**src/design/sle_pkg.sv**
```systemverilog
// Shared constants, codes and control types for the sorted list engine.
// Used by sle_ctrl, sle_dpath and sorted_list_engine_top; no dependencies.
package sle_pkg;

  localparam int CAPACITY = 64;
  localparam int IDX_W    = $clog2(CAPACITY);
  localparam int CNT_W    = 7;
  localparam int POS_W    = 7;
  localparam int VAL_W    = 32;
  localparam int GRP      = 8;
  localparam int NGRP     = (CAPACITY + GRP - 1) / GRP;
  localparam int IN_TDATA_W  = 40;
  localparam int OUT_TDATA_W = 40;

  localparam logic [1:0] REQ_INSERT = 2'd0;
  localparam logic [1:0] REQ_DELETE = 2'd1;
  localparam logic [1:0] REQ_READ   = 2'd2;

  localparam logic [1:0] ST_OK     = 2'd0;
  localparam logic [1:0] ST_BADPOS = 2'd1;
  localparam logic [1:0] ST_FULL   = 2'd2;

  typedef struct packed {
    logic capture;
    logic select;
    logic commit;
  } sle_cmd_t;

endpackage

```
**src/design/sle_ctrl.sv**
```systemverilog
// Request sequencer for the sorted list engine: handshakes and step commands.
// Depends on sle_pkg for the command struct.
module sle_ctrl
  import sle_pkg::*;
(
  input  logic     clk,
  input  logic     rst_n,
  input  logic     in_tvalid,
  output logic     in_tready,
  output logic     out_tvalid,
  input  logic     out_tready,
  output sle_cmd_t cmd
);

  localparam logic [1:0] S_IDLE   = 2'd0;
  localparam logic [1:0] S_SELECT = 2'd1;
  localparam logic [1:0] S_COMMIT = 2'd2;

  logic [1:0] state_r, state_nxt;
  logic       out_valid_r, out_valid_nxt;
  logic       can_commit;

  assign can_commit = !out_valid_r || out_tready;
  assign in_tready  = (state_r == S_IDLE);
  assign out_tvalid = out_valid_r;

  always_comb begin
    state_nxt     = state_r;
    out_valid_nxt = out_valid_r;
    cmd           = '0;
    if (out_valid_r && out_tready) begin
      out_valid_nxt = 1'b0;
    end
    case (state_r)
      S_IDLE: begin
        if (in_tvalid) begin
          cmd.capture = 1'b1;
          state_nxt   = S_SELECT;
        end
      end
      S_SELECT: begin
        cmd.select = 1'b1;
        state_nxt  = S_COMMIT;
      end
      S_COMMIT: begin
        if (can_commit) begin
          cmd.commit    = 1'b1;
          out_valid_nxt = 1'b1;
          state_nxt     = S_IDLE;
        end
      end
      default: begin
        state_nxt = S_IDLE;
      end
    endcase
  end

  always_ff @(posedge clk) begin
    if (!rst_n) begin
      state_r     <= S_IDLE;
      out_valid_r <= 1'b0;
    end else begin
      state_r     <= state_nxt;
      out_valid_r <= out_valid_nxt;
    end
  end

endmodule

```
**config.mk**
```make
export PLATFORM = sky130hd
export DESIGN_NAME = sle_ctrl
export DESIGN_NICKNAME = d
export VERILOG_FILES = /design/src/design/sle_pkg.sv /design/src/design/sle_ctrl.sv
export SDC_FILE = /design/constraint.sdc
export NUM_CORES = 1
export LEC_CHECK = 0
export ABC_AREA = 1
export CORE_AREA = 2 2 39 41
export DETAILED_ROUTE_END_ITERATION = 8
export DIE_AREA = 0 0 41 43
export DONT_BUFFER_PORTS = 1
export SLEW_MARGIN = 10
export SYNTH_ARGS = -nofsm -noshare
export SYNTH_HDL_FRONTEND = slang
export SYNTH_SLANG_ARGS = --single-unit
```
**constraint.sdc**
```tcl
create_clock -name clk -period 0.96 [get_ports clk]
set_input_delay 0.24 -clock clk [delete_from_list [all_inputs] [get_ports clk]]
set_output_delay 0.24 -clock clk [all_outputs]
set_load 0.05 [all_outputs]
```
# After elaboration in Yosys (flattened, before gate mapping)
# Index checks and enable logic that the tools add are counted.
[word_totals]
word_cells = 22
regBits = 3
inputBits = 4
[classes]
reduce_logical = 5
muxes = 11
n_eq_ne = 4
[ops]
columns = ["op", "count"]
rows = [
  ["1-bit 2-to-1 mux", 8],
  ["2-bit case mux with 3 select lines", 1],
  ["2-bit 2-to-1 mux", 2],
  ["2-bit != test (second input constant)", 2],
  ["2-bit by 1-bit == test with 1-bit output (second input constant)", 1],
  ["2-bit == test (second input constant)", 1],
  ["2-bit zero test", 1],
  ["2-bit AND reduction", 1],
  ["1-bit logical AND", 1],
  ["1-bit zero test", 1],
  ["1-bit logical OR", 1],
]

# Longest topological paths before layout
[depth]
ltp_word = 4
mapped_depth = 4

# Worst setup path before layout
# Ideal clock, no wire load.
[synth_timing]
path_kind = "register to output"
from = "reg out_valid_r, in the netlist out_tvalid"
to = "out cmd[0] (netlist bit)"
stages_incl_launch_ff = 4
slack_ps = -990
path_buffers = 0
t_required_ps = 720
arrival_time_ps = 1710
cell_sequence = "dfxtp_1 inv_1 nor2_4 nor3_1"
[synth_lines]
columns = ["element", "line_no", "source"]
rows = [
  ["start: declaration", "sle_ctrl.sv:20", "logic out_valid_r, out_valid_nxt;"],
  ["start signal: assignment", "sle_ctrl.sv:64", "out_valid_r <= out_valid_nxt;"],
  ["end: declaration", "sle_ctrl.sv:12", "output sle_cmd_t cmd"],
]

# Worst setup path in the final report
[layout_timing]
from = "reg state_r[0]"
to = "out in_tready"
[layout_via]
elab_chain_cells = 1
[layout_lines]
columns = ["element", "line_no", "source"]
rows = [
  ["start: declaration", "sle_ctrl.sv:19", "logic [1:0] state_r, state_nxt;"],
  ["start signal: assignment", "sle_ctrl.sv:63", "state_r <= state_nxt;"],
  ["2-bit zero test", "sle_ctrl.sv:24", "assign in_tready = (state_r == S_IDLE);"],
  ["end: declaration", "sle_ctrl.sv:9", "output logic in_tready,"],
]
# No other way between the ends.

==> impl_metrics.py <==
metrics = {
    "pwr": {
        "peakVddDrop_mv": 0.423,
        "seq_power_share": 0.278,
        "clock_power_share": 0.443,
        "switching_share": 0.312,
        "p_switching_uw": 154,
        "internal_power_uw": 340,
        "leakage_uw": 0.000132,
        "power_density_nw_per_um2": 1460,
        "pwr-share-comb": 0.279,
    },
    "placed_design": {
        "dpl.cell_count": 44,
        "hpwl_um": 265,
        "portBuffers": 0,
        "post-place-ws_ns": -0.0693,
        "gp_congestion": 0.571,
    },
    "floorplanning": {
        "initial_utilization": 0.108,
        "dieArea_um2": 1760,
        "die_width_um": 41,
        "row_count": 14,
        "die_height_um": 43,
        "core_area_um2": 1380,
        "io_pins": 9,
    },
    "cts": {
        "cts.clk_slew.worst_paths_ns": 0.04,
        "htreeDepth": 1,
        "clk_latency_ns": 0.23,
        "cts_tree": "yes",
        "clock-sinks": 3,
        "clock_path_buffers": 2,
        "cts_hold_buf": 0,
        "cts_root_buf": "clkbuf_4",
        "cts_made_buffers": 3,
    },
    "critical_path": {
        "worst-setup-path-type": "reg -> out",
        "cp-start-kind": "flop",
        "crit_start": "state_r[0]",
        "critPathMaxFanout": 4,
        "critPathSlowestCell": "dfxtp_4",
        "arrival_ns": 0.97,
        "worst-endpoint-required_ns": 0.72,
        "endpoint_kind": "primary output",
        "max_stage_delay_ns": 0.38,
        "crit_buf_inv": 2,
        "critPathTopFamily": "flip-flops",
        "cp_cell_sequence": "inv_4 -> nand2_4 -> clkinvlp_4",
        "r2r_start": "state_r[0]",
    },
    "routing": {
        "drtIter0Drc": 2,
        "dr.pass1.iters": 2,
        "drt-wirelength-per-cell_um": 6.56,
        "via_count": 153,
        "wl_met1_um": 87,
        "top_layer": "met3",
        "drc": 0,
        "wl_met3_um": 10,
        "drt_wl_total_um": 315,
        "viasPerCell": 3.19,
        "ant_nets": 0,
        "wl_met2_um": 217,
    },
    "status": {
        "failed_checks": "setup timing",
        "status": "finished with violations",
    },
    "min_path": {
        "worstHoldStart": "rst_n",
        "min_path_type": "in -> reg",
    },
    "final_layout": {
        "antenna_cells": 0,
        "fin_nets": 37,
        "stdcell_count": 48,
        "multiInputGateArea_um2": 92.6,
        "drive_gt1_frac": 0.844,
        "final.fill_count": 157,
        "final_cell_mix": "5 x buf_4, 3 x clkbuf_4",
        "syn_to_final_growth_pct": 126,
        "seq_area_um2": 68.8,
        "final_common_cell": "buf_4",
    },
    "timing": {
        "worstMarginPinSlew_ns": 0.248,
        "final.min_clock_period_ns": 1.21,
        "setup_slack_ns": -0.255,
        "period_share": 1.27,
        "slew_violations": 0,
        "tns_ns": -0.947,
        "rsz0062_at_grt": "yes",
        "clock.fmax_mhz": 823,
        "slew-limit-headroom": 0.834,
        "skew_ns": 0.000445,
        "setup_viol": 4,
        "hold_viol_final": 0,
    },
    "yosys": {
        "yosys.area_share.simple": 0.317,
        "syn_area_um2": 150,
        "seq_area_frac_synth": 0.400,
        "muxShareOfSynthArea": 0,
        "synth_cells": 20,
        "synth-xor-area-share": 0,
        "yosysWarnings": 0,
        "synth_top_family_by_area": "simple AND/OR/NAND/NOR gates",
        "syn_avg_cell_area_um2": 7.51,
        "synth_cell_types": 11,
        "synth_compound_area_frac": 0.108,
        "synth.ff_latch_count": 3,
        "synth_fp_nets": 24,
        "synthAdderAreaFrac": 0,
    },
    "global_route": {
        "antenna_found_initial": 0,
        "overflow": 0,
        "grt_pass1_vias": 177,
        "grt_first_pass_wirelength_um": 648,
        "grt_max_degree": 5,
        "grt.total_usage": 0.0591,
    },
    "run": {
        "maxCapViolCount": 0,
    },
}
[power groups by stage]
stage | clock network (µW) | logic [µW] | registers, µW
floorplan | 0 | 84.7 | 143
global placement | 0 | 136 | 138
detailed placement | 0 | 136 | 138
CTS | 231 | 139 | 136
global route | 256 | 147 | 138
finish | 219 | 138 | 137
[synthesized netlist by cell type]
master / instances / area [µm²]
nor2_2: 1 / 6.26
a21oi_2: 1 / 8.76
inv_2: 1 / 3.75
o21a_1: 1 / 7.51
nor2_4: 1 / 11.3
nand2_1: 3 / 11.3
nor2_1: 1 / 3.75
inv_1: 6 / 22.5
dfxtp_1: 3 / 60.1
nor3_2: 1 / 10.0
nor3_1: 1 / 5.00
[layer usage]
layer,vias to the layer above,global-route usage
met3,0,0.0157
met1,68,0.0511
li1,83,-
met5,-,0
met2,2,0.0875
met4,0,0.0800
[kinds of logic after synthesis]
kind of cell	count (synthesis)
simple gates	8
buf+inv	7
flops	3
compound gates	2
[through the flow]
step	instance area (µm²)	power, µW	hold WS [ns]	util
after floorplan	198	227	0.357	-
after global placement	303	273	0.361	0.219
after detailed placement	303	274	0.364	0.219
after CTS	337	507	0.117	0.243
after global routing	339	541	0.116	0.245
final	339	494	0.125	0.245
[worst paths after layout]
check               endpoint  slack (ns)  cells after the start
setup reg to reg  state_r[1]        0.11                      4
setup / recovery   in_tready       -0.25                      3
hold reg to reg   state_r[0]        0.63                      4
hold / removal    out_tvalid        0.12                      1
[final cells by class]
class / instances / area share
repair buffers: 8 / 0.273
clock buffers: 4 / 0.0775
multi-input cells: 10 / 0.273
flip-flops and latches: 3 / 0.203
inverters: 7 / 0.114
well taps: 16 / 0.0590
[state kept, by name (all words and copies together) (netlist names)]
name / cells
state_r: 2
out_tvalid: 1
[repair_timing]
item,in CTS,in global routing
gates resized for setup,2,1
pin swaps,2,2
setup endpoints to repair,5,5
hold endpoints to repair,0,0
cloned,0,0
setup buffers,0,0
Power figures use the tool's default switching activity.
